`src/sv/wdpu_pkg.sv`:
```
// ----------------------------------------------------------------------------
// wdpu_pkg
// Shared types, codes, CORDIC constants and sine / cosine tables for the
// wind drift position update block.
// ----------------------------------------------------------------------------
package wdpu_pkg;

    // CORDIC depth and datapath widths
    localparam int CORDIC_STAGES = 16;
    localparam int VW            = 36;   // vectoring x / y width
    localparam int ZW            = 26;   // vectoring angle width, degrees Q16
    localparam int XSW           = 20;   // truncated vector sum width
    localparam int CELLS         = 18;
    localparam int FIFO_DEPTH    = 4;
    localparam int FIFO_AW       = $clog2(FIFO_DEPTH);

    localparam longint      GAIN_Q30_L = 64'sd652032874;
    localparam logic [29:0] GAIN_Q30   = 30'd652032874;

    localparam longint ATAN_Q16 [24] = '{
        2949120, 1740967, 919879, 466945, 234379, 117304, 58666, 29335,
        14668, 7334, 3667, 1833, 917, 458, 229, 115,
        57, 29, 14, 7, 4, 2, 1, 0
    };

    // request kinds
    localparam logic [1:0] REQ_WRITE   = 2'd0;
    localparam logic [1:0] REQ_PLANE   = 2'd1;
    localparam logic [1:0] REQ_THERMAL = 2'd2;
    localparam logic [1:0] REQ_UNUSED  = 2'd3;

    // register indexes
    localparam logic [2:0] CFG_X_LOW     = 3'd0;
    localparam logic [2:0] CFG_X_HIGH    = 3'd1;
    localparam logic [2:0] CFG_Y_LOW     = 3'd2;
    localparam logic [2:0] CFG_Y_HIGH    = 3'd3;
    localparam logic [2:0] CFG_ELEV      = 3'd4;
    localparam logic [2:0] CFG_TIME_STEP = 3'd5;

    // move item handed from front to back
    typedef struct packed {
        logic               thermal;
        logic signed [31:0] px;
        logic signed [31:0] py;
        logic signed [31:0] pz;
        logic [15:0]        hs;
        logic [8:0]         hd;
        logic [15:0]        ws;
        logic [8:0]         wd;
    } item_t;

    typedef struct packed {
        logic signed [15:0] c;
        logic signed [15:0] s;
    } trig_t;

    typedef logic signed [15:0] q15_tab_t [0:89];

    // rotation CORDIC on a whole degree, rounded to Q1.15
    function automatic logic signed [15:0] cordic_q15(int deg, bit want_sin);
        longint x, y, z, dx, dy, r;
        x = GAIN_Q30_L;
        y = 0;
        z = longint'(deg) * 65536;
        for (int i = 0; i < CORDIC_STAGES; i++) begin
            dx = y >>> i;
            dy = x >>> i;
            if (z >= 0) begin
                x = x - dx; y = y + dy; z = z - ATAN_Q16[i];
            end else begin
                x = x + dx; y = y - dy; z = z + ATAN_Q16[i];
            end
        end
        r = want_sin ? y : x;
        r = (r >= 0) ? ((r + 16384) >>> 15) : -(((-r) + 16384) >>> 15);
        if (r > 32767) r = 32767;
        if (r < -32767) r = -32767;
        return r[15:0];
    endfunction

    function automatic q15_tab_t build_tab(bit want_sin);
        q15_tab_t t;
        for (int d = 0; d < 90; d++) begin
            t[d] = cordic_q15(d, want_sin);
        end
        return t;
    endfunction

    localparam q15_tab_t COS_TAB = build_tab(1'b0);
    localparam q15_tab_t SIN_TAB = build_tab(1'b1);

    // cosine and sine of 0..359 degrees by quadrant folding
    function automatic trig_t trig_lookup(logic [8:0] d);
        logic [8:0]         a;
        logic [1:0]         q;
        logic signed [15:0] x;
        logic signed [15:0] y;
        trig_t              t;
        if (d < 9'd90) begin
            q = 2'd0; a = d;
        end else if (d < 9'd180) begin
            q = 2'd1; a = d - 9'd90;
        end else if (d < 9'd270) begin
            q = 2'd2; a = d - 9'd180;
        end else begin
            q = 2'd3; a = d - 9'd270;
        end
        x = COS_TAB[a[6:0]];
        y = SIN_TAB[a[6:0]];
        case (q)
            2'd0: begin t.c = x;  t.s = y;  end
            2'd1: begin t.c = -y; t.s = x;  end
            2'd2: begin t.c = -x; t.s = -y; end
            default: begin t.c = y; t.s = -x; end
        endcase
        return t;
    endfunction

endpackage

```
`src/sv/wdpu_fifo.sv`:
```
// ----------------------------------------------------------------------------
// wdpu_fifo
// Short queue of move items between the front and the back.
// ----------------------------------------------------------------------------
module wdpu_fifo (
    input  logic            aclk,
    input  logic            aresetn,
    input  logic            push,
    input  wdpu_pkg::item_t push_item,
    input  logic            pop,
    output logic            full,
    output logic            head_valid,
    output wdpu_pkg::item_t head_item
);

    localparam int AW = wdpu_pkg::FIFO_AW;

    wdpu_pkg::item_t mem_reg [0:wdpu_pkg::FIFO_DEPTH-1];
    logic [AW-1:0]   wr_ptr_reg, rd_ptr_reg;
    logic [AW:0]     count_reg;

    assign full       = (count_reg == (AW+1)'(wdpu_pkg::FIFO_DEPTH));
    assign head_valid = (count_reg != '0);
    assign head_item  = mem_reg[rd_ptr_reg];

    always_ff @(posedge aclk) begin
        if (push) begin
            mem_reg[wr_ptr_reg] <= push_item;
        end
    end

    // advance pointers and count
    always_ff @(posedge aclk) begin
        if (!aresetn) begin
            wr_ptr_reg <= '0;
            rd_ptr_reg <= '0;
            count_reg  <= '0;
        end else begin
            if (push) wr_ptr_reg <= wr_ptr_reg + 1'b1;
            if (pop)  rd_ptr_reg <= rd_ptr_reg + 1'b1;
            if (push && !pop)      count_reg <= count_reg + 1'b1;
            else if (pop && !push) count_reg <= count_reg - 1'b1;
        end
    end

    a_no_overflow: assert property (@(posedge aclk) disable iff (!aresetn)
        !(push && full)) else $error("queue push while full");
    a_no_underflow: assert property (@(posedge aclk) disable iff (!aresetn)
        pop |-> head_valid) else $error("queue pop while empty");
    a_count_bound: assert property (@(posedge aclk) disable iff (!aresetn)
        count_reg <= (AW+1)'(wdpu_pkg::FIFO_DEPTH)) else $error("queue count out of range");

endmodule

```
`config.mk`:
```
export PLATFORM = sky130hd
export DESIGN_NAME = wdpu_fifo
export DESIGN_NICKNAME = d
export VERILOG_FILES = /design/src/sv/wdpu_pkg.sv /design/src/sv/wdpu_fifo.sv
export SDC_FILE = /design/constraint.sdc
export NUM_CORES = 1
export LEC_CHECK = 0
export BUFFER_PORTS_ARGS = -buffer_cell sky130_fd_sc_hd__buf_4
export CAP_MARGIN = 20
export CORE_AREA = 10 10 229 231
export CTS_BUF_LIST = sky130_fd_sc_hd__clkbuf_16
export CTS_CLUSTER_SIZE = 14
export DETAILED_ROUTE_END_ITERATION = 7
export DIE_AREA = 0 0 239 241
export GPL_ROUTABILITY_DRIVEN = 0
export GPL_TIMING_DRIVEN = 1
export PLACE_DENSITY = 0.66
export SYNTH_ARGS = -nofsm -noshare
export SYNTH_HDL_FRONTEND = slang
export SYNTH_SLANG_ARGS = --single-unit
```
`constraint.sdc`:
```
create_clock -name aclk -period 9.1 [get_ports aclk]
set_clock_uncertainty 0.05 [all_clocks]
set_input_delay 0 -clock aclk [delete_from_list [all_inputs] [get_ports aclk]]
set_output_delay 0 -clock aclk [all_outputs]
set_load 0.02 [all_outputs]
```
---- Yosys cells after proc, flatten, opt, wreduce, memory -nomap -nowiden ----
Memories as Yosys holds them, arrays and structs flattened. A register that Yosys moved wholly into a read port is not among the register bits.
Index checks and enable logic that the tools add are counted.
word-level totals
  flip-flop bits (word level) ............. 7
  bits in latches ......................... 0
  RAM bits ................................ 588
  bits in read-only memories .............. 0
  output and inout bits ................... 149
  memories kept ........................... 1
operators by class
  add/subtract/negate cells ............... 4
  multipliers ............................. 0
  divide/modulo/power cells ............... 0
  magnitude comparators ................... 0
  eq/ne operators ......................... 1
  shifts and indexed selects .............. 0
  muxes and demuxes ....................... 6
  bitwise logic cells ..................... 0
  reduce and logical (&&, ||, !) cells .... 6
memories
  memory   words  width  rd ports  clocked after Yosys merged registers in  write ports  line             text
  mem_reg  4      147    1         1                                        1            wdpu_fifo.sv:18  wdpu_pkg::item_t mem_reg [0:wdpu_pkg::FIFO_DEPTH-1];
operators with widths
  cell                 count
  $mux 3               2
  $add 2x1->2 const B  2
  $mux 2               2
  $add 3x1->3 const B  1
  $eq 3x3->1 const B   1
  $reduce_bool 3->1    1
  $sub 3x1->3 const B  1
  $logic_and 1x1->1    2
  $logic_not 1->1      2
  $mux 1               2
  $reduce_bool 2->1    1

---- Logic depth before layout (Yosys ltp) ----
  depth in word-level cells ............... 4
  mapped depth ............................ 7
  mapped depth without buffers ............ 7

---- Worst setup path after synthesis ----
Ideal clock, no wire load.
  path kind ............................... register -> register
  start ................................... reg wr_ptr_reg[0]
  end ..................................... mem mem_reg[0][0] in the netlist's numbering (enable)
  arrival time ............................ 3904 ps
  data required time ...................... 8526 ps
  slack ................................... 4623 ps
  cell stages (with the launch flop) ...... 4
  clock period less this slack ............ 4477 ps
  cell sequence ........................... dfxtp_1 > inv_1 > ha_1 > and2_1
RTL lines
  element                 line             text
  from (decl)             wdpu_fifo.sv:19  logic [AW-1:0] wr_ptr_reg, rd_ptr_reg;
  from (signal assigned)  wdpu_fifo.sv:39  if (push) wr_ptr_reg <= wr_ptr_reg + 1'b1;
  to (decl)               wdpu_fifo.sv:18
Straight into the memory's write port.

==> flow_metrics.tcl <==
set metrics [dict create \
    hold_buffers 151 \
    synth.area.mux_share_pct 15.3 \
    seq_area_sq_mm 0.0178 \
    start_util_pct 45.9 \
    synth_fa_ha_area_share_pct 0.379 \
    hold_viol 0 \
    hold_path.class "in -> reg" \
    worst_slew_pin_slew_ps 998 \
    post-route-util_pct 58.5 \
    period_minus_slack_ps 3740 \
    ant_nets 0 \
    clock_latency_ps 590 \
    clkSinkCount 597 \
    drc 0 \
    initialDrtViolationCount 687 \
    track_usage_pct 15.9 \
    drive_gt1_share_pct 40.2 \
    setup_tns_ps 0 \
    cts_max_path_buffers 3 \
    die_area_sq_mm 0.0576 \
    root_buffer "clkbuf_16" \
    htree_levels 2 \
    multi_input_area_sq_mm 0.00357 \
    finalWirelength_microns 45700 \
    ys_warn_count 0 \
    grt_max_degree 67 \
    synth_commonest_cells "588 x edfxtp_1, 147 x mux4_2, 14 x buf_12, 14 x buf_2" \
    ys_top_cells_by_area "edfxtp_1 81%, mux4_2 15%, buf_12 1.3%, dfxtp_1 0.83%, buf_2 0.32%" \
    cp-start-kind "register" \
    place_ws_ps 5790 \
    wl_per_cell_microns 23.2 \
    design.core.area_sq_mm 0.0475 \
    peakVddDrop_mv 0.175 \
    end_kind "output port" \
    setup_viol 0 \
    path_common_cell "buf_4" \
    finalCritPeriodShare_pct 41.2 \
    ys_async_sr_fraction_pct 0 \
    synthCells 811 \
    synth_seq_area_share_pct 81.8 \
    place_hpwl_microns 27500 \
    yosysTopAreaCellShare_pct 81.0 \
    rsz0062_at_grt "false" \
    tritoncts.num_buffers 56 \
    grt_pass1_vias 11500 \
    synth_enable_flop_cells 588 \
    stdcell_area_sq_mm 0.0278 \
    synth_ff_type "edfxtp_1" \
    cts_resized 0 \
    yosysTopAreaCell "edfxtp_1" \
    crit_type "reg -> out" \
    place_area_sq_mm 0.0245 \
    clk_pin_slew_ps 60 \
    synthSimpleGateAreaFrac_pct 0.425 \
    pwr_density_cell_mw_per_mm2 222 \
    vias_per_cell 5.20 \
    path_cells "buf_4, buf_4, mux4_2, buf_4" \
    grt_antenna_before_repair 5 \
    vias 10200 \
    max_stage_delay_ps 840 \
    largest_reg_flops 588 \
    cts_setup_buffers 0 \
    ys_seq_elements 597 \
    area_delta_synth_final_pct 27.5 \
    drt_first_pass_iters 4 \
    crit_slowest_cell "buf_4" \
    drv_slew 0 \
    cellLeakagePower_nw 9.46 \
    synth_nets 968 \
    numPortBuffers 299 \
    netlist_area_sq_mm 0.0218 \
    cp_max_fo 48 \
    yosysMostFrequentCell "edfxtp_1" \
    grt_pass1_wl_microns 69600 \
    maxSlewHeadroom_pct 33.4 \
    synth-compound-area-share_pct 0.0574 \
    grt-ovfl-total 0 \
    crit_arrival_ps 3690 \
    tritoncts "done" \
    synth_cell_types 22 \
    fill_cells 3385 \
    num_rows 80 \
    dieWidth_microns 239 \
    fin_ws_ps 5360 \
    max_freq_mhz 267 \
    cp_data_required_time_ps 9050 \
    maxCapViolCount 0 \
    synth_top_family_by_area "multiplexers" \
    outcome "complete, no violations" \
    die_h_microns 241 \
    synth-xor-area-share_pct 0.201 \
    io_pins 300 \
    nets 1456 \
    syn_avg_cell_area_sq_um 26.9 \
]
## kinds of logic (layout without fill, tap and decap cells)
group,count (synthesis),after routing
flip-flops,597,597
multiplexers,149,149
buffers and inverters,37,573
AND/OR/NAND/NOR,15,15
adder cells (fa/ha/maj),6,6
XOR/XNOR,5,5
AO/OA/AOI/OAI,2,2
other,0,3
## cell usage in the layout, fill, tap and decap left out, drive strengths merged, types with 2 or more instances in the layout
cell | Yosys | layout
clkbuf | 2 | 58
dfxtp | 9 | 9
xor2 | 3 | 3
diode | 0 | 3
or3 | 2 | 2
xnor2 | 2 | 2
mux2i | 2 | 2
clkinv | 0 | 28
mux4 | 147 | 147
inv | 4 | 18
buf | 31 | 312
bufinv | 0 | 3
clkinvlp | 0 | 3
edfxtp | 588 | 588
dlygate4sd3 | 0 | 151
and2 | 9 | 9
nor2b | 2 | 2
ha | 5 | 5
## critical path: cells and delay by family, from the launching register on
kind | cells | cell delay, ps
flops | 1 | 660
buf+inv | 3 | 1730
mux | 1 | 620
## path summary, 6_finish.rpt
| path | slack (ps) | to | depth (start not counted) | startpoint |
|---|---|---|---|---|
| hold reg to reg | 460 | count_reg[2] | 2 | count_reg[2] |
| setup / recovery | 5360 | head_item[83] | 4 | register |
| hold / removal | 100 | mem_reg[3][140] | 2 | push_item[140] |
| setup reg to reg | 5880 | mem_reg[3][120] | 4 | wr_ptr_reg[0] |
## report_power, final
group          switching (mW)  internal [mW]
sequential             0.0362           3.16
clock                   0.960           1.23
combinational           0.418          0.370
total                    1.41           4.76
## layer usage
layer  global-route usage, %  routed length, microns  part of all wire [%]  vias up
met1                    19.1                   17800                    39     5342
li1                        -                       -                     -     4496
met4                    5.00                     949                   2.1        6
met5                       0                      41                 0.090        -
met2                    27.5                   23800                    52      300
met3                    4.40                    3080                   6.7       71
## per-stage QoR
| stage | instances | power [mW] | hold WS [ps] |
|---|---|---|---|
| 6_report | 1965 | 6.18 | 102 |
| 5_1_grt | 1964 | 6.41 | 73.5 |
| 4_1_cts | 1962 | 6.26 | 54.5 |
| 3_5_place_dp | 1705 | 4.01 | 153 |
| 3_3_place_gp | 1705 | 4.00 | 149 |
| 2_1_floorplan | 811 | 3.70 | 48.9 |
## area by class of cell
class	count	share of cell area, %
multi-input cells	177	12.8
well taps	615	2.77
inverters	4	0.0540
clock buffers	58	5.22
clock inverters	48	1.07
diodes	3	0.0270
flip-flops and latches	597	64.2
repair buffers	463	13.9
Note: power is estimated with default switching activity, not from simulation.
